$ cat config.mk
export PLATFORM = sky130hd
export DESIGN_NAME = permutation_factorial_rotation_codec
export DESIGN_NICKNAME = d
export VERILOG_FILES = /design/src/rtl/core/pfrc_pkg.sv /design/src/rtl/core/pfrc_ram.sv /design/src/rtl/core/permutation_factorial_rotation_codec.sv
export SDC_FILE = /design/constraint.sdc
export NUM_CORES = 1
export LEC_CHECK = 0
export BUFFER_PORTS_ARGS = -buffer_cell sky130_fd_sc_hd__buf_2
export CORE_MARGIN = 8
export CORE_UTILIZATION = 60
export CTS_CLUSTER_DIAMETER = 40
export DETAILED_ROUTE_END_ITERATION = 16
export PLACE_DENSITY_LB_ADDON = 0.08
export SKIP_LAST_GASP = 1
export SLEW_MARGIN = 20
export SYNTH_ARGS = -nofsm -noshare
export SYNTH_HDL_FRONTEND = slang
export SYNTH_SLANG_ARGS = --single-unit
$ cat constraint.sdc
create_clock -name clock -period 7.25 [get_ports clock]
set_input_delay 0.725 -clock clock [delete_from_list [all_inputs] [get_ports clock]]
set_output_delay 0.725 -clock clock [all_outputs]
set_load 0.02 [all_outputs]
$ cat src/rtl/core/pfrc_pkg.sv
// Shared types and constants for the permutation / factorial-digit rotation codec.
// Used by the codec top level; depends on nothing else.

package pfrc_pkg;

   // Width of one permutation entry or one factorial digit on the ports.
   localparam int VALUE_W = 4;

   // Width of the length register and its value after reset.
   localparam int LEN_W = 5;
   localparam logic [LEN_W-1:0] LENGTH_RESET = 5'd16;

   // One seen bit for every code that a 4-bit entry can carry.
   localparam int SEEN_W = 1 << VALUE_W;

   // Configuration port geometry.
   localparam int CSR_ADDR_W = 4;
   localparam int CSR_DATA_W = 32;
   localparam int CSR_IDX_W = 2;

   // Register indexes, taken from paddr[3:2].
   localparam logic [CSR_IDX_W-1:0] CSR_DIRECTION = 2'd0;
   localparam logic [CSR_IDX_W-1:0] CSR_RISING = 2'd1;
   localparam logic [CSR_IDX_W-1:0] CSR_LENGTH = 2'd2;

   // Sequencer states.
   typedef enum logic [3:0] {
      ST_LOAD,
      ST_READ,
      ST_COUNT,
      ST_STEP,
      ST_LATCH,
      ST_MOD,
      ST_SRCH_A,
      ST_SRCH_B,
      ST_COMMIT,
      ST_EMIT
   } state_type;

endpackage

$ cat src/rtl/core/pfrc_ram.sv
// Generic single-write, single-read RAM with a registered read port.
// Stand-alone; used by the codec for its work and result stores.

module pfrc_ram #(
   parameter int WIDTH = 4,
   parameter int DEPTH = 16
) (
   input  logic                     clock,
   input  logic                     wr_en,
   input  logic [$clog2(DEPTH)-1:0] wr_addr,
   input  logic [WIDTH-1:0]         wr_data,
   input  logic [$clog2(DEPTH)-1:0] rd_addr,
   output logic [WIDTH-1:0]         rd_data
);

   logic [WIDTH-1:0] mem_ff [DEPTH];
   logic [WIDTH-1:0] rd_data_ff;

   always_ff @(posedge clock) begin
      if (wr_en) begin
         mem_ff[wr_addr] <= wr_data;
      end
      rd_data_ff <= mem_ff[rd_addr];
   end

   assign rd_data = rd_data_ff;

endmodule

$ cat src/rtl/core/permutation_factorial_rotation_codec.sv
// Top level of the permutation / rotation factorial-digit codec.
// Depends on pfrc_pkg (types, constants) and pfrc_ram (work and result stores).

// Channel   Ports                                         Transfer
// -------   -------------------------------------------   ----------------------------------
// request   start, busy, req_value                        edge with start high and busy low
// result    rsp_strobe, rsp_result_value, rsp_last,       every cycle with rsp_strobe high
//           rsp_invalid
// config    psel, penable, pwrite, paddr, pwdata,         edge with psel, penable, pwrite
//           prdata, pready                                and pready high (pready is tied high)
//
// Loading takes one transfer per cycle: n entries when encoding, n-1 digits when decoding.
// Encoding then steps through READ, COUNT and STEP for each of the n-1 digits, using the
// registered population-count unit, or skips that phase when the load was not a permutation.
// Decoding steps through READ, LATCH, MOD, a binary search of SRCH_A/SRCH_B pairs over the
// population-count unit and COMMIT for each of the n entries; MOD repeats once per extra
// subtraction when a digit is beyond its radix. Results then follow at one per cycle.
// Synchronous reset returns the configuration registers to their defaults and the
// sequencer to loading; RAM contents are not cleared. busy is high from the last load
// transfer until the cycle before the last result appears; the next load may start
// while that result is out. The receiver cannot stall, so results are never held back.

module permutation_factorial_rotation_codec #(
   parameter int MAX_LENGTH = 16
) (
   input  logic                                 clock,
   input  logic                                 reset,
   // Request channel.
   input  logic                                 start,
   output logic                                 busy,
   input  logic [pfrc_pkg::VALUE_W-1:0]         req_value,
   // Result channel.
   output logic                                 rsp_strobe,
   output logic [pfrc_pkg::VALUE_W-1:0]         rsp_result_value,
   output logic                                 rsp_last,
   output logic                                 rsp_invalid,
   // Configuration port.
   input  logic                                 psel,
   input  logic                                 penable,
   input  logic                                 pwrite,
   input  logic [pfrc_pkg::CSR_ADDR_W-1:0]      paddr,
   input  logic [pfrc_pkg::CSR_DATA_W-1:0]      pwdata,
   output logic [pfrc_pkg::CSR_DATA_W-1:0]      prdata,
   output logic                                 pready
);

   // Index width, count width (able to hold MAX_LENGTH itself), stored entry width,
   // digit width and the width of a position sum before the wrap correction.
   localparam int IW = $clog2(MAX_LENGTH);
   localparam int CW = $clog2(MAX_LENGTH + 1);
   localparam int VW = pfrc_pkg::VALUE_W;
   localparam int EW = (IW > VW) ? IW : VW;
   localparam int DW = (CW > VW) ? CW : VW;
   localparam int SW = IW + 1;
   // The population count is split into lanes of LaneBits positions each.
   localparam int LaneBits = 8;
   localparam int LANES = (MAX_LENGTH + LaneBits - 1) / LaneBits;
   localparam int LCW = $clog2(LaneBits + 1);

   localparam logic [MAX_LENGTH-1:0] ONES = {MAX_LENGTH{1'b1}};

   // ---------------------------------------------------------------------------------------
   // Configuration registers.
   // ---------------------------------------------------------------------------------------
   logic                         direction_ff, direction_in;
   logic                         rising_ff, rising_in;
   logic [pfrc_pkg::LEN_W-1:0]   length_ff, length_in;
   logic                         cfg_write;
   logic [pfrc_pkg::CSR_IDX_W-1:0] cfg_index;

   assign cfg_write = psel && penable && pwrite;
   assign cfg_index = paddr[pfrc_pkg::CSR_ADDR_W-1:2];
   assign pready    = 1'b1;

   always_comb begin
      direction_in = direction_ff;
      rising_in    = rising_ff;
      length_in    = length_ff;
      if (cfg_write) begin
         unique case (cfg_index)
            pfrc_pkg::CSR_DIRECTION: direction_in = pwdata[0];
            pfrc_pkg::CSR_RISING:    rising_in    = pwdata[0];
            pfrc_pkg::CSR_LENGTH:    length_in    = pwdata[pfrc_pkg::LEN_W-1:0];
            default: ;
         endcase
      end
   end

   always_comb begin
      unique case (cfg_index)
         pfrc_pkg::CSR_DIRECTION: prdata = pfrc_pkg::CSR_DATA_W'(direction_ff);
         pfrc_pkg::CSR_RISING:    prdata = pfrc_pkg::CSR_DATA_W'(rising_ff);
         pfrc_pkg::CSR_LENGTH:    prdata = pfrc_pkg::CSR_DATA_W'(length_ff);
         default:                 prdata = '0;
      endcase
   end

   // Effective length n, clamped into 2 .. MAX_LENGTH.
   logic [CW-1:0] n_len;

   always_comb begin
      if (length_ff < 5'd2) begin
         n_len = CW'(2);
      end else if (32'(length_ff) > 32'(MAX_LENGTH)) begin
         n_len = CW'(MAX_LENGTH);
      end else begin
         n_len = CW'(length_ff);
      end
   end

   // ---------------------------------------------------------------------------------------
   // Sequencer and run state.
   // ---------------------------------------------------------------------------------------
   pfrc_pkg::state_type state_ff, state_in;

   logic [CW-1:0]                loaded_ff, loaded_in;
   logic [pfrc_pkg::SEEN_W-1:0]  seen_ff, seen_in;
   logic                         error_ff, error_in;
   logic [CW-1:0]                k_ff, k_in;
   logic [IW-1:0]                ptr_ff, ptr_in;
   logic [MAX_LENGTH-1:0]        alive_ff, alive_in;
   logic [IW-1:0]                o_ff, o_in;
   logic [IW-1:0]                bitm_ff, bitm_in;
   logic [DW-1:0]                d_ff, d_in;
   logic [CW-1:0]                e_ff, e_in;
   logic [LCW-1:0]               lane_ff [LANES];
   logic [LCW-1:0]               lane_in [LANES];
   logic                         emit_valid_ff, emit_last_ff, emit_invalid_ff, emit_zero_ff;
   logic                         emit_last_in;

   // Memory interfaces.
   logic              wk_we;
   logic [IW-1:0]     wk_rd_addr;
   logic [EW-1:0]     wk_rd_data;
   logic              res_we;
   logic [IW-1:0]     res_wr_addr;
   logic [VW-1:0]     res_wr_data;
   logic [VW-1:0]     res_rd_data;

   // Load-phase decode.
   logic                        accept;
   logic [CW-1:0]               load_total;
   logic                        last_load;
   logic [CW:0]                 radix;
   logic                        enc_bad, dec_bad, error_next;
   logic [pfrc_pkg::SEEN_W-1:0] value_bit;
   logic [MAX_LENGTH-1:0]       alive_init;

   assign accept     = start && (state_ff == pfrc_pkg::ST_LOAD);
   assign load_total = direction_ff ? (n_len - CW'(1)) : n_len;
   assign last_load  = (loaded_ff + CW'(1)) == load_total;
   assign alive_init = ~(ONES << n_len);

   // Rising digits have radix index+2, falling digits have radix n-index.
   assign radix = rising_ff ? ((CW + 1)'(loaded_ff) + (CW + 1)'(2))
                            : ((CW + 1)'(n_len) - (CW + 1)'(loaded_ff));

   always_comb begin
      value_bit = '0;
      value_bit[req_value] = 1'b1;
   end

   assign enc_bad    = (32'(req_value) >= 32'(n_len)) || seen_ff[req_value];
   assign dec_bad    = 32'(req_value) >= 32'(radix);
   assign error_next = error_ff || (direction_ff ? dec_bad : enc_bad);

   // Compute-phase addressing. The rising order reads digits, or places encoded digits,
   // from the far end of the store. Permutation entries are always read in index order.
   logic [CW-1:0] far_index;
   logic [IW-1:0] step_addr;
   logic          k_at_n2, k_at_n1;
   logic [CW-1:0] emit_last_index;
   logic          emit_end;

   assign far_index  = n_len - CW'(2) - k_ff;
   assign step_addr  = rising_ff ? far_index[IW-1:0] : k_ff[IW-1:0];
   assign wk_rd_addr = direction_ff ? step_addr : k_ff[IW-1:0];
   assign k_at_n2    = k_ff == (n_len - CW'(2));
   assign k_at_n1    = k_ff == (n_len - CW'(1));
   assign emit_last_index = direction_ff ? (n_len - CW'(1)) : (n_len - CW'(2));
   assign emit_end   = e_ff == emit_last_index;

   // ---------------------------------------------------------------------------------------
   // Shared counting unit: counts the live positions in the cyclic span that starts at the
   // pointer and ends just before span_hi. The tails of the rotation scheme keep their
   // original cyclic order, so a rotation amounts to moving the pointer and retiring one
   // position. The count is registered per lane and summed in the next cycle.
   // ---------------------------------------------------------------------------------------
   logic [IW-1:0]           cand, off_sel, pos;
   logic [SW-1:0]           dec_sum, dec_fold;
   logic                    dec_wrap, enc_wrap, span_wrap;
   logic [IW-1:0]           dec_abs, span_hi;
   logic [MAX_LENGTH-1:0]   t_lo, t_hi, span, hits;
   logic [LANES*LaneBits-1:0] hits_pad;
   logic [CW-1:0]           f_sum;

   assign cand     = o_ff | bitm_ff;
   assign off_sel  = (state_ff == pfrc_pkg::ST_SRCH_A) ? cand : o_ff;
   assign dec_sum  = SW'(ptr_ff) + SW'(off_sel);
   assign dec_wrap = 32'(dec_sum) >= 32'(n_len);
   assign dec_fold = dec_wrap ? (dec_sum - SW'(n_len)) : dec_sum;
   assign dec_abs  = dec_fold[IW-1:0];

   assign pos      = wk_rd_data[IW-1:0];
   assign enc_wrap = pos < ptr_ff;

   assign span_hi   = direction_ff ? dec_abs : pos;
   assign span_wrap = direction_ff ? dec_wrap : enc_wrap;
   assign t_lo      = ONES << ptr_ff;
   assign t_hi      = ONES << span_hi;
   assign span      = span_wrap ? ~(t_hi & ~t_lo) : (t_lo & ~t_hi);
   assign hits      = alive_ff & span;
   assign hits_pad  = (LANES * LaneBits)'(hits);

   always_comb begin
      for (int l = 0; l < LANES; l++) begin
         lane_in[l] = '0;
         for (int b = 0; b < LaneBits; b++) begin
            lane_in[l] = lane_in[l] + LCW'(hits_pad[l * LaneBits + b]);
         end
      end
   end

   always_comb begin
      f_sum = '0;
      for (int l = 0; l < LANES; l++) begin
         f_sum = f_sum + CW'(lane_ff[l]);
      end
   end

   // Decode helpers: remaining tail length, digit reduction and the search test.
   logic [DW-1:0] len_dw;
   logic          mod_ge, srch_ok;

   assign len_dw  = DW'(n_len - k_ff);
   assign mod_ge  = d_ff >= len_dw;
   assign srch_ok = (32'(cand) < 32'(n_len)) && (32'(f_sum) <= 32'(d_ff));

   // ---------------------------------------------------------------------------------------
   // Next state.
   // ---------------------------------------------------------------------------------------
   always_comb begin
      state_in = state_ff;
      unique case (state_ff)
         pfrc_pkg::ST_LOAD: begin
            if (accept && last_load) begin
               // A load that is not a permutation skips the search and reports zeros.
               state_in = (!direction_ff && error_next) ? pfrc_pkg::ST_EMIT
                                                        : pfrc_pkg::ST_READ;
            end
         end
         pfrc_pkg::ST_READ:   state_in = direction_ff ? pfrc_pkg::ST_LATCH : pfrc_pkg::ST_COUNT;
         pfrc_pkg::ST_COUNT:  state_in = pfrc_pkg::ST_STEP;
         pfrc_pkg::ST_STEP:   state_in = k_at_n2 ? pfrc_pkg::ST_EMIT : pfrc_pkg::ST_READ;
         pfrc_pkg::ST_LATCH:  state_in = pfrc_pkg::ST_MOD;
         pfrc_pkg::ST_MOD:    state_in = mod_ge ? pfrc_pkg::ST_MOD : pfrc_pkg::ST_SRCH_A;
         pfrc_pkg::ST_SRCH_A: state_in = pfrc_pkg::ST_SRCH_B;
         pfrc_pkg::ST_SRCH_B: state_in = bitm_ff[0] ? pfrc_pkg::ST_COMMIT : pfrc_pkg::ST_SRCH_A;
         pfrc_pkg::ST_COMMIT: state_in = k_at_n1 ? pfrc_pkg::ST_EMIT : pfrc_pkg::ST_READ;
         pfrc_pkg::ST_EMIT:   state_in = emit_end ? pfrc_pkg::ST_LOAD : pfrc_pkg::ST_EMIT;
         default:             state_in = pfrc_pkg::ST_LOAD;
      endcase
   end

   // ---------------------------------------------------------------------------------------
   // Sequencer outputs.
   // ---------------------------------------------------------------------------------------
   always_comb begin
      busy   = 1'b1;
      wk_we  = 1'b0;
      res_we = 1'b0;
      unique case (state_ff)
         pfrc_pkg::ST_LOAD: begin
            busy  = 1'b0;
            wk_we = start;
         end
         pfrc_pkg::ST_STEP:   res_we = 1'b1;
         pfrc_pkg::ST_COMMIT: res_we = 1'b1;
         default: ;
      endcase
   end

   // ---------------------------------------------------------------------------------------
   // Datapath next values.
   // ---------------------------------------------------------------------------------------
   always_comb begin
      loaded_in   = loaded_ff;
      seen_in     = seen_ff;
      error_in    = error_ff;
      k_in        = k_ff;
      ptr_in      = ptr_ff;
      alive_in    = alive_ff;
      o_in        = o_ff;
      bitm_in     = bitm_ff;
      d_in        = d_ff;
      e_in        = e_ff;
      res_wr_addr = k_ff[IW-1:0];
      res_wr_data = '0;
      unique case (state_ff)
         pfrc_pkg::ST_LOAD: begin
            if (accept) begin
               loaded_in = loaded_ff + CW'(1);
               error_in  = error_next;
               if (!direction_ff && !enc_bad) begin
                  seen_in = seen_ff | value_bit;
               end
               if (last_load) begin
                  k_in     = '0;
                  ptr_in   = '0;
                  alive_in = alive_init;
                  e_in     = '0;
               end
            end
         end
         pfrc_pkg::ST_STEP: begin
            // Encoded digit: live positions passed on the way to this value's position.
            res_wr_addr   = step_addr;
            res_wr_data   = VW'(f_sum);
            alive_in[pos] = 1'b0;
            ptr_in        = pos;
            k_in          = k_ff + CW'(1);
         end
         pfrc_pkg::ST_LATCH: begin
            // The final entry has no digit; it is the only live position left.
            d_in    = k_at_n1 ? '0 : DW'(wk_rd_data);
            o_in    = '0;
            bitm_in = IW'(1) << (IW - 1);
         end
         pfrc_pkg::ST_MOD: begin
            if (mod_ge) begin
               d_in = d_ff - len_dw;
            end
         end
         pfrc_pkg::ST_SRCH_B: begin
            if (srch_ok) begin
               o_in = cand;
            end
            bitm_in = bitm_ff >> 1;
         end
         pfrc_pkg::ST_COMMIT: begin
            res_wr_addr       = k_ff[IW-1:0];
            res_wr_data       = VW'(dec_abs);
            alive_in[dec_abs] = 1'b0;
            ptr_in            = dec_abs;
            k_in              = k_ff + CW'(1);
         end
         pfrc_pkg::ST_EMIT: begin
            e_in = e_ff + CW'(1);
            if (emit_end) begin
               loaded_in = '0;
               seen_in   = '0;
               error_in  = '0;
            end
         end
         default: ;
      endcase
      // Any register write abandons a partial load.
      if (cfg_write) begin
         loaded_in = '0;
         seen_in   = '0;
         error_in  = '0;
      end
   end

   assign emit_last_in = (state_ff == pfrc_pkg::ST_EMIT) && emit_end;

   // ---------------------------------------------------------------------------------------
   // Registers.
   // ---------------------------------------------------------------------------------------
   always_ff @(posedge clock) begin
      if (reset) begin
         direction_ff  <= 1'b0;
         rising_ff     <= 1'b0;
         length_ff     <= pfrc_pkg::LENGTH_RESET;
         state_ff      <= pfrc_pkg::ST_LOAD;
         loaded_ff     <= '0;
         seen_ff       <= '0;
         error_ff      <= 1'b0;
         emit_valid_ff <= 1'b0;
         emit_last_ff  <= 1'b0;
      end else begin
         direction_ff  <= direction_in;
         rising_ff     <= rising_in;
         length_ff     <= length_in;
         state_ff      <= state_in;
         loaded_ff     <= loaded_in;
         seen_ff       <= seen_in;
         error_ff      <= error_in;
         emit_valid_ff <= (state_ff == pfrc_pkg::ST_EMIT);
         emit_last_ff  <= emit_last_in;
      end
   end

   always_ff @(posedge clock) begin
      k_ff            <= k_in;
      ptr_ff          <= ptr_in;
      alive_ff        <= alive_in;
      o_ff            <= o_in;
      bitm_ff         <= bitm_in;
      d_ff            <= d_in;
      e_ff            <= e_in;
      lane_ff         <= lane_in;
      emit_invalid_ff <= error_ff;
      emit_zero_ff    <= error_ff && !direction_ff;
   end

   // ---------------------------------------------------------------------------------------
   // Stores: loaded entries or digits, and results in index order.
   // ---------------------------------------------------------------------------------------
   pfrc_ram #(
      .WIDTH (EW),
      .DEPTH (MAX_LENGTH)
   ) u_work_ram (
      .clock   (clock),
      .wr_en   (wk_we),
      .wr_addr (loaded_ff[IW-1:0]),
      .wr_data (EW'(req_value)),
      .rd_addr (wk_rd_addr),
      .rd_data (wk_rd_data)
   );

   pfrc_ram #(
      .WIDTH (VW),
      .DEPTH (MAX_LENGTH)
   ) u_result_ram (
      .clock   (clock),
      .wr_en   (res_we),
      .wr_addr (res_wr_addr),
      .wr_data (res_wr_data),
      .rd_addr (e_ff[IW-1:0]),
      .rd_data (res_rd_data)
   );

   // Results leave in the cycle after their read is issued.
   assign rsp_strobe       = emit_valid_ff;
   assign rsp_result_value = emit_zero_ff ? '0 : res_rd_data;
   assign rsp_last         = emit_last_ff;
   assign rsp_invalid      = emit_invalid_ff;

`ifndef SYNTHESIS
   // A result only ever follows a busy cycle, such as one spent in the emission phase.
   a_strobe_after_busy: assert property (@(posedge clock) disable iff (reset)
      rsp_strobe |-> $past(busy))
      else $error("result strobe without a preceding busy cycle");

   // The last result closes the run: no result follows it directly.
   a_last_closes_run: assert property (@(posedge clock) disable iff (reset)
      rsp_last |=> !rsp_strobe)
      else $error("result transfer right after the last one");

   // An encode step always retires a position that is still live.
   a_enc_live: assert property (@(posedge clock) disable iff (reset)
      (state_ff == pfrc_pkg::ST_STEP) |-> alive_ff[pos])
      else $error("encode step on a retired position");

   // The decode search always lands on a live position.
   a_dec_live: assert property (@(posedge clock) disable iff (reset)
      (state_ff == pfrc_pkg::ST_COMMIT) |-> alive_ff[dec_abs])
      else $error("decode search selected a retired position");

   // The search walks exactly one bit at a time.
   a_search_onehot: assert property (@(posedge clock) disable iff (reset)
      (state_ff == pfrc_pkg::ST_SRCH_A || state_ff == pfrc_pkg::ST_SRCH_B)
         |-> $onehot(bitm_ff))
      else $error("search bit mask is not one-hot");
`endif

endmodule

* Word level (Yosys, flattened, before mapping)
Memories as Yosys holds them, arrays and structs flattened. A register that Yosys moved wholly into a read port is not among the register bits. Index checks and enable logic that the tools add are counted.
Word-level totals: logic and storage cells 204, input port bits 46, output and inout bits 41, flip-flop bits (word level) 88, memories kept 2, memory bits (writable) 128
Memories:
- u_result_ram.mem_ff | words 16, bits a word 4, rd ports 1, clocked after memory_dff 1, wr ports 1, line pfrc_ram.sv:16 | logic [WIDTH-1:0] mem_ff [DEPTH];
- u_work_ram.mem_ff | words 16, bits a word 4, rd ports 1, clocked after memory_dff 1, wr ports 1, line pfrc_ram.sv:16
Cells by class: shift operators 3, magnitude comparators 15, reduce and logical (&&, ||, !) cells 35, multiplexer cells 67, equality and inequality tests 22, bitwise gates (word level) 13, add/sub/neg operators 27
Operators by type and width (count):
- 16-bit 2-to-1 mux | 6
- 16-bit inverter | 6
- 16-bit bitwise AND | 5
- 4-bit 2-to-1 mux | 17
- 16-bit case mux with 3 select lines | 1
- 5-bit 2-to-1 mux | 9
- 4-bit case mux with 10 select lines | 1
- 5-bit case mux with 2 select lines | 4
- 4-bit by 1-bit adder with 4-bit output | 8
- 16-bit case mux with 2 select lines | 1
- 16-bit by 4-bit << shifter with 16-bit output (first input constant) | 2
- 4-bit case mux with 2 select lines | 3
- 5-bit == test | 4
- 4-bit by 3-bit == test with 1-bit output (second input constant) | 4
- 16-bit OR | 1
- 16-bit by 5-bit << shifter with 16-bit output (first input constant) | 1
- 5-bit by 1-bit adder with 5-bit output (second input constant) | 3
- 4-bit by 5-bit < comparator with 1-bit output (second input constant) | 3
- 1-bit 2-to-1 mux | 15
- 5-bit case mux with 3 select lines | 1
- 1-bit demux with 4-bit select | 3
- 4-bit by 1-bit greater-or-equal comparator with 1-bit output (second input constant) | 3
- 1-bit logical AND | 12
- 4-bit case mux with 3 select lines | 1
- other kinds (41) | 68

* Longest topological paths before layout
Gate-level depths: netlist (run 1).
word-level depth 18, depth in mapped cells 28, gate-level depth less buffers 26

* By module
From an unflattened synthesis (run 1), not the netlist that was laid out.
Second synthesis, totals: cells, all modules 1131, area, all modules 13018.7 µm²
Modules (own cells, without submodules):
- permutation_factorial_rotation_codec | area each 7686.1 µm², seq. area each 2192.1 µm², cells an instance 871, times used 1
- pfrc_ram | area each 2666.3 µm², seq. area each 2001.9 µm², cells an instance 130, times used 2

* Least setup slack after synthesis (run 1)
Ideal clock, no wire load.
path type reg-to-reg, start register state_ff[1], end register lane_ff[2] in the netlist's numbering, setup time 118 ps, slack 727 ps, data required time 7132 ps, cell stages (with the launch flop) 29, path buffers 2, data arrival time 6405 ps, clock period less this slack 6523 ps, path through dfxtp_1 -> clkbuf_1 -> inv_1 -> nor3_1 -> a21o_1 -> ha_1 -> inv_1 -> fa_1 -> nor2b_1 -> o21ai_0 -> nand2b_1 -> ha_1 -> nor2_1 -> and4_1 -> a311o_1 -> a22o_1 -> o31ai_4 -> and2_1 -> buf_2 -> nand2_1 -> a41oi_1 -> fa_1 -> fa_1 -> inv_1 -> fa_1 -> ha_1 -> inv_1 -> fa_1 -> xnor2_1
RTL lines:
- from (decl) | line permutation_factorial_rotation_codec.sv:114 | pfrc_pkg::state_type state_ff, state_in;
- from (signal assigned) | line permutation_factorial_rotation_codec.sv:375 | state_ff <= pfrc_pkg::ST_LOAD;
- from (signal assigned) | line permutation_factorial_rotation_codec.sv:385 | state_ff <= state_in;
- to (signal assigned) | line permutation_factorial_rotation_codec.sv:402 | lane_ff <= lane_in;
- to (decl) | line permutation_factorial_rotation_codec.sv:126 | logic [LCW-1:0] lane_ff [LANES];

==> summary.md, run 1 <==
| Metric | Value |
|---|---|
| Core Util, Final | 0.6648 |
| Hold Path End | length_ff[4] |
| Total leakage power | 5.271 nW |
| Post-Route Hold Slack | 0.3977 ns |
| Total power of the final layout | between 2 and 3 mW |
| Rows | 54 |
| Remaining antenna violation count | 0 |
| Worst path arrival time | 7.28 ns |
| Post-detailed-routing wire length | 31,160 um |
| Required time at the endpoint of the critical path | 7.69 ns |
| Post-synthesis instance area | 12,990 um^2 |
| Top library cells by usage in the layout, fill and taps aside | edfxtp_1, nand2_1, nor2_1 |
| GR Overflow Total | 0 |
| Pin count of the biggest net entering global routing | 33 |
| Share of cells above drive strength 1 | 0.1227 |
| Via density | between 6 and 7 |
| Total via count in the routed design | 9,468 |
| Slew @ Worst Pin | 1.016 ns |
| Clk slew on worst S/H paths | 0.05 ns |
| Area of the core | 21,550 um^2 |
| Deepest clock path buffer count | 3 |
| Global Route Usage Sum | 0.2334 |
| Number of max-slew violations in the final report | 0 |
| Register bit total from synthesis | ~220 |
| Result of the run | finished clean |
| Starting utilization of the core area | 0.6025 |
| Final weighted congestion in routability-driven placement | 0.9176 |
| Most instantiated flip-flop cell in the synthesis netlist | edfxtp_1 |
| Area share of the largest cell type after synthesis | 0.3954 |
| Post-synth EDFFs | ~170 |
| First-pass DRT Iterations | 7 |
| Number of antenna cells inserted | 0 |
| Filler Cell Count | ~1,700 |
| Vias in the first global route | 9,059 |
| Startpoint of the most critical register-to-register path | state_ff[2] |
| Worst clock skew | 0.02864 ns |
| DIE WIDTH | approximately 160 um |
| Number of max-cap violations | 0 |
| DRC Markers | 0 |
| Part of the Yosys area used for sequential elements | 0.4771 |
| H-tree levels | 1 |
| Clock latency of the later-clocked register in the worst-skew pair | 0.57 ns |
| Area contributors post-synth | edfxtp_1, dfxtp_1, ha_1, mux4_2, nand2_1 |
| Routed len/inst | 20.20 um |
| Height of the chip | 163.1 um |
| Pwr/cell area | 207.9 nW/um^2 |
| Layout Area Growth over Synthesis | 10.34% |
| Reg2Reg Setup Slack | between 0.4 and 0.5 ns |
| Most common cell after layout, fill and taps aside | edfxtp_1 |
| Crit path from | state_ff[2] |
| Tmin final | 6.840 ns |
| Element type at the critical path start | flip-flop |
| Number of distinct standard cells referenced by the synthesized netlist | between 80 and 90 |
| F_max | around 0.15 GHz |
| Die Footprint | 26,610 um^2 |
| Count of hold-fix buffers inserted at cts | 0 |
| CTS Root Cell | clkbuf_16 |
| Max IR drop VDD | roughly 0.00028 V |
| Mean instance size in the synthesized netlist | approximately 11 um^2 |
| Period utilisation layout | 0.9435 |
| Wire length of the first global-routing pass | 49,340 um |
| Number of clock sinks | 224 |
| Detailed placement HPWL | between 20,000 and 25,000 um |
| Count of mapped cells out of synthesis | 1,211 |
| CTS Buf Count | 30 |
| Antenna violations before repair | 1 |
| Hold WC Path Type | input port to flip-flop |
| Post-layout net count | 1,367 |
| Synthesis Warnings | 0 |
| Path type of the worst setup path | flip-flop to flip-flop |
| Fraction of registers with async set or reset after synthesis | 0 |
| Max Fanout on Critical Path | 8 |
| Max-slew headroom | 0.3229 |
| Number of hold violations in the final report | 0 |
| Worst R2R End | lane_ff[2] |
| Setup violation total in the final timing report | 0 |
| Crit path capture type | flip-flop |
| Top-level port count | 87 |
| Reg2reg path depth | 26 |
| DP Area | between 10,000 and 15,000 um^2 |
| Number of DRC violations after detailed-routing iteration 0 | 923 |
| Final standard cell area without fillers | 14,330 um^2 |
| Worst Hold Depth | 3 |
| Hold wc startpoint | pwdata[4] |
| CTS tree | done |
| Port Buffer Count | 29 |
| Library cell occupying the most area in the post-synthesis netlist | edfxtp_1 |
[through the flow]
| step | setup slack (ns) | setup TNS, ns | instances |
|---|---|---|---|
| after global placement | 0.3197 | 0 | 1485 |
| after floorplan | 0.7271 | 0 | 1237 |
| after detailed placement | 0.1439 | 0 | 1485 |
| after CTS | 0.1570 | 0 | 1541 |
| final | 0.4096 | 0 | 1543 |
| after global routing | -0.01800 | -0.01800 | 1543 |
[registers in the layout, summed over array words and instances (netlist names), 5 cells and up]
register             flops
k_ff                     5
e_ff                     5
lane_ff                  8
length_ff                5
loaded_ff                5
alive_ff                16
d_ff                     5
u_work_ram.mem_ff       64
seen_ff                 16
u_result_ram.mem_ff     64
[what timing repair did]
| action | in CTS | in global routing |
|---|---|---|
| gates resized for setup | 0 | 4 |
| buffers inserted | 0 | 2 |
| setup endpoints to repair | 0 | 6 |
[worst max-delay path, stage by stage (launching register included)]
cell and delay [ns]:
dfxtp_1 0.46, nand2b_1 0.23, nor3_2 0.28, a21o_1 0.17
ha_1 0.15, inv_1 0.05, fa_1 0.44, nor2b_1 0.12
o21ai_0 0.08, nand2b_1 0.08, ha_1 0.27, nor2_1 0.06
and4_1 0.19, a311o_1 0.43, a22o_1 0.29, o31ai_4 0.38
and2_2 0.29, o21ai_1 0.07, a32oi_1 0.30, fa_1 0.50
fa_1 0.55, inv_1 0.05, fa_1 0.53, ha_1 0.16
inv_1 0.05, fa_1 0.38, xnor2_1 0.14
[logic make-up (layout without fill, tap and decap cells)]
logic type / Yosys count / after routing / synth area share
AOI/OAI and AO/OA: 276 / 276 / 0.1474
buffers and inverters: 145 / 171 / 0.05222
and+or+nand+nor: 394 / 394 / 0.1485
adders and majority gates: 83 / 83 / 0.08729
xor gates and xnor gates: 45 / 45 / 0.03035
DFF: 224 / 224 / 0.4771
other: 2 / 28 / 0.0005783
muxes: 42 / 42 / 0.05656
[layer usage]
layer  global-route usage  wire (um)  share of wire  vias up
li1                     -          -              -     4465
met1               0.3349      13570           0.44     4524
met2               0.3668      14240           0.46      432
met3              0.03780       2788          0.089       47
met4              0.05379        565          0.018        0
met5                    0          0              0        -
[cell type report]
cell class	instances	area (um^2)	area share
inverters	63	240.2	0.01677
repair buffers	52	317.8	0.02218
multi-input cells	868	6233	0.4350
clock inverters	21	201.4	0.01406
flip-flops and latches	224	6196	0.4324
well taps	280	350.3	0.02445
clock buffers	35	789.5	0.05510
[report_power, final]
part | leakage, nW | internal [mW] | switching [mW] | total, mW
clock network | 0.477 | 0.830 | 0.588 | 1.42
registers | 1.84 | 1.38 | 0.0104 | 1.39
logic | 2.96 | 0.0602 | 0.107 | 0.167
total | 5.27 | 2.27 | 0.706 | 2.98
[worst max path at each step]
stage	end	slack, ns	cells past startpoint
2_1_floorplan	lane_ff[2]	0.73	28
3_3_place_gp	lane_ff[1]	0.32	26
3_5_place_dp	lane_ff[2]	0.14	26
4_1_cts	lane_ff[2]	0.16	26
5_1_grt	lane_ff[6]	-0.02	26
6_report	lane_ff[2]	0.41	26
[cells in the mapped netlist, types with 5 or more instances]
cell,count
o21ai_0,39
xor2_1,16
a21o_1,26
or2_2,7
buf_2,5
clkbuf_1,40
o31ai_1,6
ha_1,69
nor2b_1,17
mux2i_1,16
and3_1,9
buf_4,29
a211oi_1,28
o22ai_1,15
xnor2_1,29
o21ai_1,12
a311oi_1,9
dfxtp_1,53
edfxtp_1,171
and2_1,32
nor3_1,30
inv_1,57
buf_1,6
a31oi_1,17
nand3_1,32
fa_1,13
mux4_2,25
a21oi_1,57
nand2_1,117
nor2_1,92
o211ai_1,12
nand2b_1,18
No activity file was read; power rests on OpenSTA's default activity.
==> inputs of run 2 (changes only) <==
==> constraint.sdc (replaced) <==
create_clock -name clock -period 8.3 [get_ports clock]
set_input_delay 0.83 -clock clock [delete_from_list [all_inputs] [get_ports clock]]
set_output_delay 0.83 -clock clock [all_outputs]
set_load 0.02 [all_outputs]
==> run 2 against run 1 <==
  * Highest routed layer unchanged
  * Largest power group unchanged
  * Via count down 0.91%
  * Fmax down 5.7%
  * Setup slack better by 0.64 ns
  * Final cell count down 0.32%
  * Combinational power down 13%
  * Critical path depth unchanged
  * Sequential share of layout area down 0.29 points
  * Worst hold slack worse by 0.0035 ns
  * Die area unchanged
  * Flip-flop and latch count unchanged
  * Total power down 4.9%
  * First-iteration DRC count down 19%
==> summary.md, run 2 (synthesis results as in run 1) <==
| Metric | Value |
|---|---|
| Result of the run | finished clean |
| Worst clock skew | 0.01504 ns (-0.01360 ns) |
| Clock latency of the later-clocked register in the worst-skew pair | 0.51 ns (-0.06 ns) |
| Top-level port count | 87 (unchanged) |
| Count of hold-fix buffers inserted at cts | 0 (unchanged) |
| Pin count of the biggest net entering global routing | 33 (unchanged) |
| Count of buffer and inverter cells on the critical path | 4 (+1) |
| Path type of the worst setup path | flip-flop to flip-flop |
| Reg2Reg Setup Slack | 1.05 ns (+0.64 ns) |
| # placed instances | 1,477 (-0.54%) |
| Layout Area Growth over Synthesis | 11.09% |
| Number of max-cap violations | 0 (unchanged) |
| Total area of sequential cells | 6196 um^2 (unchanged) |
| Element type at the critical path start | flip-flop |
| CP max-delay cell | dfxtp_1 |
| Max-slew headroom | 0.3065 (-0.01636) |
| Vias in the first global route | 9,041 (-0.20%) |
| Final critical-path setup slack | 1.047 ns (+0.6377 ns) |
| H-tree levels | 2 (+1) |
| Largest registers | u_result_ram.mem_ff x64, u_work_ram.mem_ff x64 |
| Top library cells by usage in the layout, fill and taps aside | edfxtp_1, nand2_1, nor2_1 |
| Deepest clock path buffer count | 3 (unchanged) |
| Required time at the endpoint of the critical path | 8.68 ns (+0.99 ns) |
| GR Overflow Total | 0 (unchanged) |
| DIE WIDTH | 163.1 um (unchanged) |
| F_max | 0.1379 GHz (-5.7%) |
| Tmin final | 7.253 ns (+0.4123 ns) |
| Multi-input gate area in the final layout | 6217 um^2 (-0.26%) |
| Post-cts gate resize count | 0 (unchanged) |
| Via density | 6.100 (-0.59%) |
| Post-detailed-routing wire length | 31,090 um (-0.22%) |
| Max incr delay on CP | 0.55 ns (about the same) |
| Remaining antenna violation count | 0 (unchanged) |
| Period utilisation layout | 0.8738 (-0.06969) |
| Rows | 54 (unchanged) |
| Pwr/cell area | 196.4 nW/um^2 (-5.5%) |
| Number of max-slew violations in the final report | 0 (unchanged) |
| Clk slew on worst S/H paths | 0.05 ns (about the same) |
| Die Footprint | 26,610 um^2 (unchanged) |
| Number of clock sinks | 224 (unchanged) |
| Max Fanout on Critical Path | 12 (+4) |
| RSZ-0062 raised after global routing | no |
| CTS Root Cell | clkbuf_16 |
| Setup total negative slack | 0 ns (unchanged) |
| Port Buffer Count | 29 (unchanged) |
| Starting utilization of the core area | 0.6025 (unchanged) |
| CTS tree | done |
| CTS Buf Count | 34 (+13%) |
| Total via count in the routed design | 9,382 (-0.91%) |
| Hold WC Path Type | flip-flop to flip-flop |
| Wire length of the first global-routing pass | 48,960 um (-0.78%) |
| Global Route Usage Sum | 0.2328 (-0.0005887) |
| Final weighted congestion in routability-driven placement | 0.9302 (+1.4%) |
| Number of antenna cells inserted | 0 (unchanged) |
| DRC Markers | 0 (unchanged) |
| Post-layout net count | 1,361 (-0.44%) |
| Height of the chip | 163.1 um (unchanged) |
| Family with the most delay on the worst path | adder cells |
| Place WS | 1.137 ns (+0.9928 ns) |
| Postcts setup bufs | 0 (unchanged) |
| Cell repeated most along the worst path | fa_1 |
| Share of cells above drive strength 1 | 0.1192 (-0.003487) |
| Total leakage power | 5.309 nW (+0.72%) |
| Number of hold violations in the final report | 0 (unchanged) |
| Worst path arrival time | 7.64 ns (+0.36 ns) |
| Antenna violations before repair | 0 (-1) |
| Post-Route Hold Slack | 0.3942 ns (-0.003451 ns) |
| Area of the core | 21,550 um^2 (unchanged) |
| Detailed placement HPWL | 22,170 um (-0.16%) |
| Slew @ Worst Pin | 1.040 ns (+0.02453 ns) |
| Most common cell after layout, fill and taps aside | edfxtp_1 |
| Filler Cell Count | 1,684 (-0.82%) |
| Max IR drop VDD | 0.0001878 V (-33%) |
| First-pass DRT Iterations | 5 (-2) |
| Crit path capture type | flip-flop |
| Setup violation total in the final timing report | 0 (unchanged) |
| Routed len/inst | 20.22 um (+0.10%) |
| Number of DRC violations after detailed-routing iteration 0 | 749 (-19%) |
| Non-Filler Instances | 1,538 (-0.32%) |
## run 2: cell types whose count changed in the layout (fill, tap and decap cells not counted), moves of 2 or more
cell,delta
clkinv_2,+3
nor3_2,-3
buf_4,-10
bufinv_16,+5
inv_6,+5
nor3_1,+3
clkbuf_8,-2
clkinv_1,-3
clkinv_4,-5
clkbuf_16,+4
## run 2: power breakdown
part | total (mW) | internal (mW) | switching (mW) | leakage, nW
combinational | 0.145 | 0.0519 | 0.0929 | 2.90
clock | 1.47 | 0.949 | 0.522 | 0.574
sequential | 1.22 | 1.21 | 0.00966 | 1.84
## run 2: path summary, 6_finish.rpt
check / startpoint / end / cells after the start
worst max-delay path: state_ff[1] / lane_ff[2] / 26
worst min-delay path: error_ff / rsp_invalid / 0
worst max register to register: state_ff[1] / lane_ff[2] / 26
worst min register to register: error_ff / rsp_invalid / 0
## run 2: metrics by stage
stage	util	instance area (um^2)	power (mW)
4_1_cts	0.6693	14430	2.853
3_3_place_gp	0.6146	13250	1.379
3_5_place_dp	0.6146	13250	1.384
5_1_grt	0.6693	14430	2.922
6_report	0.6693	14430	2.834
2_1_floorplan	-	13080	1.352
## run 2: worst reg2reg max path, delay by kind of cell, from the launching register on
family                   cells  cell delay [ns]
AO/OA/AOI/OAI                5             1.25
XOR/XNOR                     1             0.14
adder cells (fa/ha/maj)      8             2.94
buffers and inverters        4             0.34
flip-flops                   1             0.55
AND/OR/NAND/NOR              8             1.91
## run 2: layer usage
metal | wire [um] | GRT usage
met1 | 13500 | 0.3164
met2 | 14250 | 0.3697
met3 | 2673 | 0.04864
met4 | 671 | 0.07214
met5 | 0 | 0
## run 2: area by class of cell
cell class,instances,area share
Sequential cell,224,0.4295
Tap cell,280,0.02428
Clock inverter,25,0.02229
Inverter,63,0.01665
Multi-Input combinational cell,868,0.4310
Clock buffer,36,0.05950
Timing Repair Buffer,42,0.01683
==> inputs of run 3 (changes only) <==
--- a/config.mk
+++ b/config.mk
@@ -10,7 +10,7 @@
 export CORE_UTILIZATION = 60
 export CTS_CLUSTER_DIAMETER = 40
 export DETAILED_ROUTE_END_ITERATION = 16
-export PLACE_DENSITY_LB_ADDON = 0.08
+export PLACE_DENSITY = 0.79
 export SKIP_LAST_GASP = 1
 export SLEW_MARGIN = 20
 export SYNTH_ARGS = -nofsm -noshare
==> run 3 against run 2 <==
  * Non-clock buffer count is 1 higher
  * Critical path depth is 4 lower
  * Cell area is 1.2% lower
  * Largest power group unchanged
  * Total power is 7.7% lower
  * Flip-flop and latch count stayed put
  * Die area stayed put
  * Via count is 1.6% higher
  * Combinational power hardly changed
  * Count of clock-buffer cells in the layout is 1 higher
==> summary.md, run 3 (synthesis results as in run 1) <==
| Metric | Value |
|---|---|
| Startpoint of the most critical register-to-register path | state_ff[1] |
| Layout Area Growth over Synthesis | 9.731% |
| Final weighted congestion in routability-driven placement | 0.9282 (-0.22%) |
| Routed len/inst | 19.68 um (-2.7%) |
| Clk slew on worst S/H paths | 0.06 ns (about the same) |
| CP max-delay cell | fa_1 |
| Number of antenna cells inserted | 0 (unchanged) |
| Remaining antenna violation count | 0 (unchanged) |
| First-pass DRT Iterations | 6 (+1) |
| Element type at the critical path start | flip-flop |
| F_max | 0.1383 GHz (+0.32%) |
| Detailed placement HPWL | 21,320 um (-3.8%) |
| Largest registers | u_result_ram.mem_ff x64, u_work_ram.mem_ff x64 |
| Wire length of the first global-routing pass | 48,200 um (-1.5%) |
| Number of DRC violations after detailed-routing iteration 0 | 1,160 (+55%) |
| Clock latency of the later-clocked register in the worst-skew pair | 0.56 ns (+0.05 ns) |
| Total leakage power | 5.221 nW (-1.6%) |
| Number of hold violations in the final report | 0 (unchanged) |
| Max IR drop VDD | 0.0002011 V (+7.1%) |
| Vias in the first global route | 9,199 (+1.7%) |
| CTS Root Cell | clkbuf_16 |
| CP cell instances | inv_1 -> nor3_1 -> a21o_1 -> ha_1 -> inv_1 -> fa_1 -> inv_1 -> a2111o_1 -> a21oi_1 -> a2111oi_0 -> nor3_1 -> and2_1 -> nand2_1 -> a41oi_1 -> fa_1 -> fa_1 -> inv_1 -> fa_1 -> ha_1 -> inv_1 -> fa_1 -> xnor2_1 |
| Hold wc startpoint | error_ff |
| Worst path arrival time | 7.67 ns (+0.03 ns) |
| Period utilisation layout | 0.8711 (-0.002757) |
| Via density | 6.224 (+2.0%) |
| Pin count of the biggest net entering global routing | 33 (unchanged) |
| Share of cells above drive strength 1 | 0.1158 (-0.003422) |
| Worst Hold Depth | 0 (unchanged) |
| Slew @ Worst Pin | 1.030 ns (-0.01015 ns) |
| Total area of sequential cells | 6196 um^2 (unchanged) |
| Required time at the endpoint of the critical path | 8.75 ns (+0.07 ns) |
| Pwr/cell area | 183.5 nW/um^2 (-6.6%) |
| Rows | 54 (unchanged) |
| Area of the core | 21,550 um^2 (unchanged) |
| Place WS | 1.091 ns (-0.04600 ns) |
| Starting utilization of the core area | 0.6025 (unchanged) |
| DRC Markers | 0 (unchanged) |
| Result of the run | finished clean |
| Tmin final | 7.230 ns (-0.02288 ns) |
| Max Fanout on Critical Path | 12 (unchanged) |
| Path type of the worst setup path | flip-flop to flip-flop |
| Antenna violations before repair | 0 (unchanged) |
| Setup violation total in the final timing report | 0 (unchanged) |
| DIE WIDTH | 163.1 um (unchanged) |
| CTS Buf Count | 29 (-15%) |
| Global Route Usage Sum | 0.2255 (-0.007345) |
| Height of the chip | 163.1 um (unchanged) |
| Number of max-cap violations | 0 (unchanged) |
| Setup total negative slack | 0 ns (unchanged) |
| Total via count in the routed design | 9,535 (+1.6%) |
| Multi-input gate area in the final layout | 6217 um^2 (unchanged) |
| Final critical-path setup slack | 1.070 ns (+0.02288 ns) |
| Most common cell after layout, fill and taps aside | edfxtp_1 |
| Count of hold-fix buffers inserted at cts | 0 (unchanged) |
| Deepest clock path buffer count | 3 (unchanged) |
| Reg2reg path depth | 22 (-15%) |
| Post-layout net count | 1,357 (-0.29%) |
| Top library cells by usage in the layout, fill and taps aside | edfxtp_1, nand2_1, nor2_1 |
| Hold Path End | rsp_invalid |
| Top-level port count | 87 (unchanged) |
| Port Buffer Count | 29 (unchanged) |
| GR Overflow Total | 0 (unchanged) |
| CTS tree | done |
| Postcts setup bufs | 0 (unchanged) |
| Number of clock sinks | 224 (unchanged) |
| Die Footprint | 26,610 um^2 (unchanged) |
| Post-cts gate resize count | 0 (unchanged) |
| Hold WC Path Type | flip-flop to flip-flop |
| RSZ-0062 raised after global routing | no |
| Crit path capture type | flip-flop |
| Reg2Reg Setup Slack | 1.07 ns (+0.02 ns) |
| Max incr delay on CP | 0.67 ns (+0.12 ns) |
| # placed instances | 1,478 (+0.068%) |
| Filler Cell Count | 1,636 (-2.9%) |
| Worst R2R End | lane_ff[2] |
| Max-slew headroom | 0.3118 (+0.005279) |
| Number of max-slew violations in the final report | 0 (unchanged) |
| H-tree levels | 1 (-1) |
| Non-Filler Instances | 1,532 (-0.39%) |
| Worst clock skew | 0.01306 ns (-0.001980 ns) |
| Post-detailed-routing wire length | 30,150 um (-3.1%) |
run 3: report_power, final:
part,total [mW],switching [mW],internal (mW)
clock network,1.25,0.521,0.733
registers,1.22,0.00942,1.21
logic,0.145,0.0925,0.0521
total,2.61,0.623,1.99
run 3: critical path: cells and delay by family, from the launching register on:
family | cells | cell delay (ns)
and+or+nand+nor | 4 | 1.45
xor gates and xnor gates | 1 | 0.14
buffers and inverters | 5 | 0.48
adders and majority gates | 7 | 2.94
DFF | 1 | 0.54
AOI/OAI and AO/OA | 5 | 1.56
run 3: through the flow:
step / instance area, um^2 / power (mW) / util / hold WS (ns)
after floorplan: 13080 / 1.352 / - / 0.3588
after global routing: 14250 / 2.686 / 0.6612 / 0.4184
after global placement: 13250 / 1.376 / 0.6149 / 0.3908
after CTS: 14250 / 2.625 / 0.6612 / 0.3912
after detailed placement: 13250 / 1.382 / 0.6149 / 0.3828
final: 14250 / 2.615 / 0.6612 / 0.3951
run 3: area by class of cell:
cell class	count	area share
multi-input combinational	868	0.4363
sequential	224	0.4348
clock buffer	37	0.05584
tap	280	0.02459
timing repair buffer	43	0.01756
inverter	63	0.01686
clock inverter	17	0.01405
run 3: how the worst max path moves through the flow:
stage / from / to / cells past startpoint
finish: state_ff[1] / lane_ff[2] / 22
global route: state_ff[1] / lane_ff[2] / 26
CTS: state_ff[1] / lane_ff[2] / 26
detailed placement: state_ff[1] / lane_ff[2] / 26
global placement: state_ff[1] / lane_ff[2] / 26
floorplan: state_ff[1] / lane_ff[2] / 28
run 3: metal layers:
metal | global-route usage | routed length, um
met3 | 0.03831 | 2722
met1 | 0.3031 | 12470
met4 | 0.06047 | 641
met2 | 0.3727 | 14310
met5 | 0 | 0
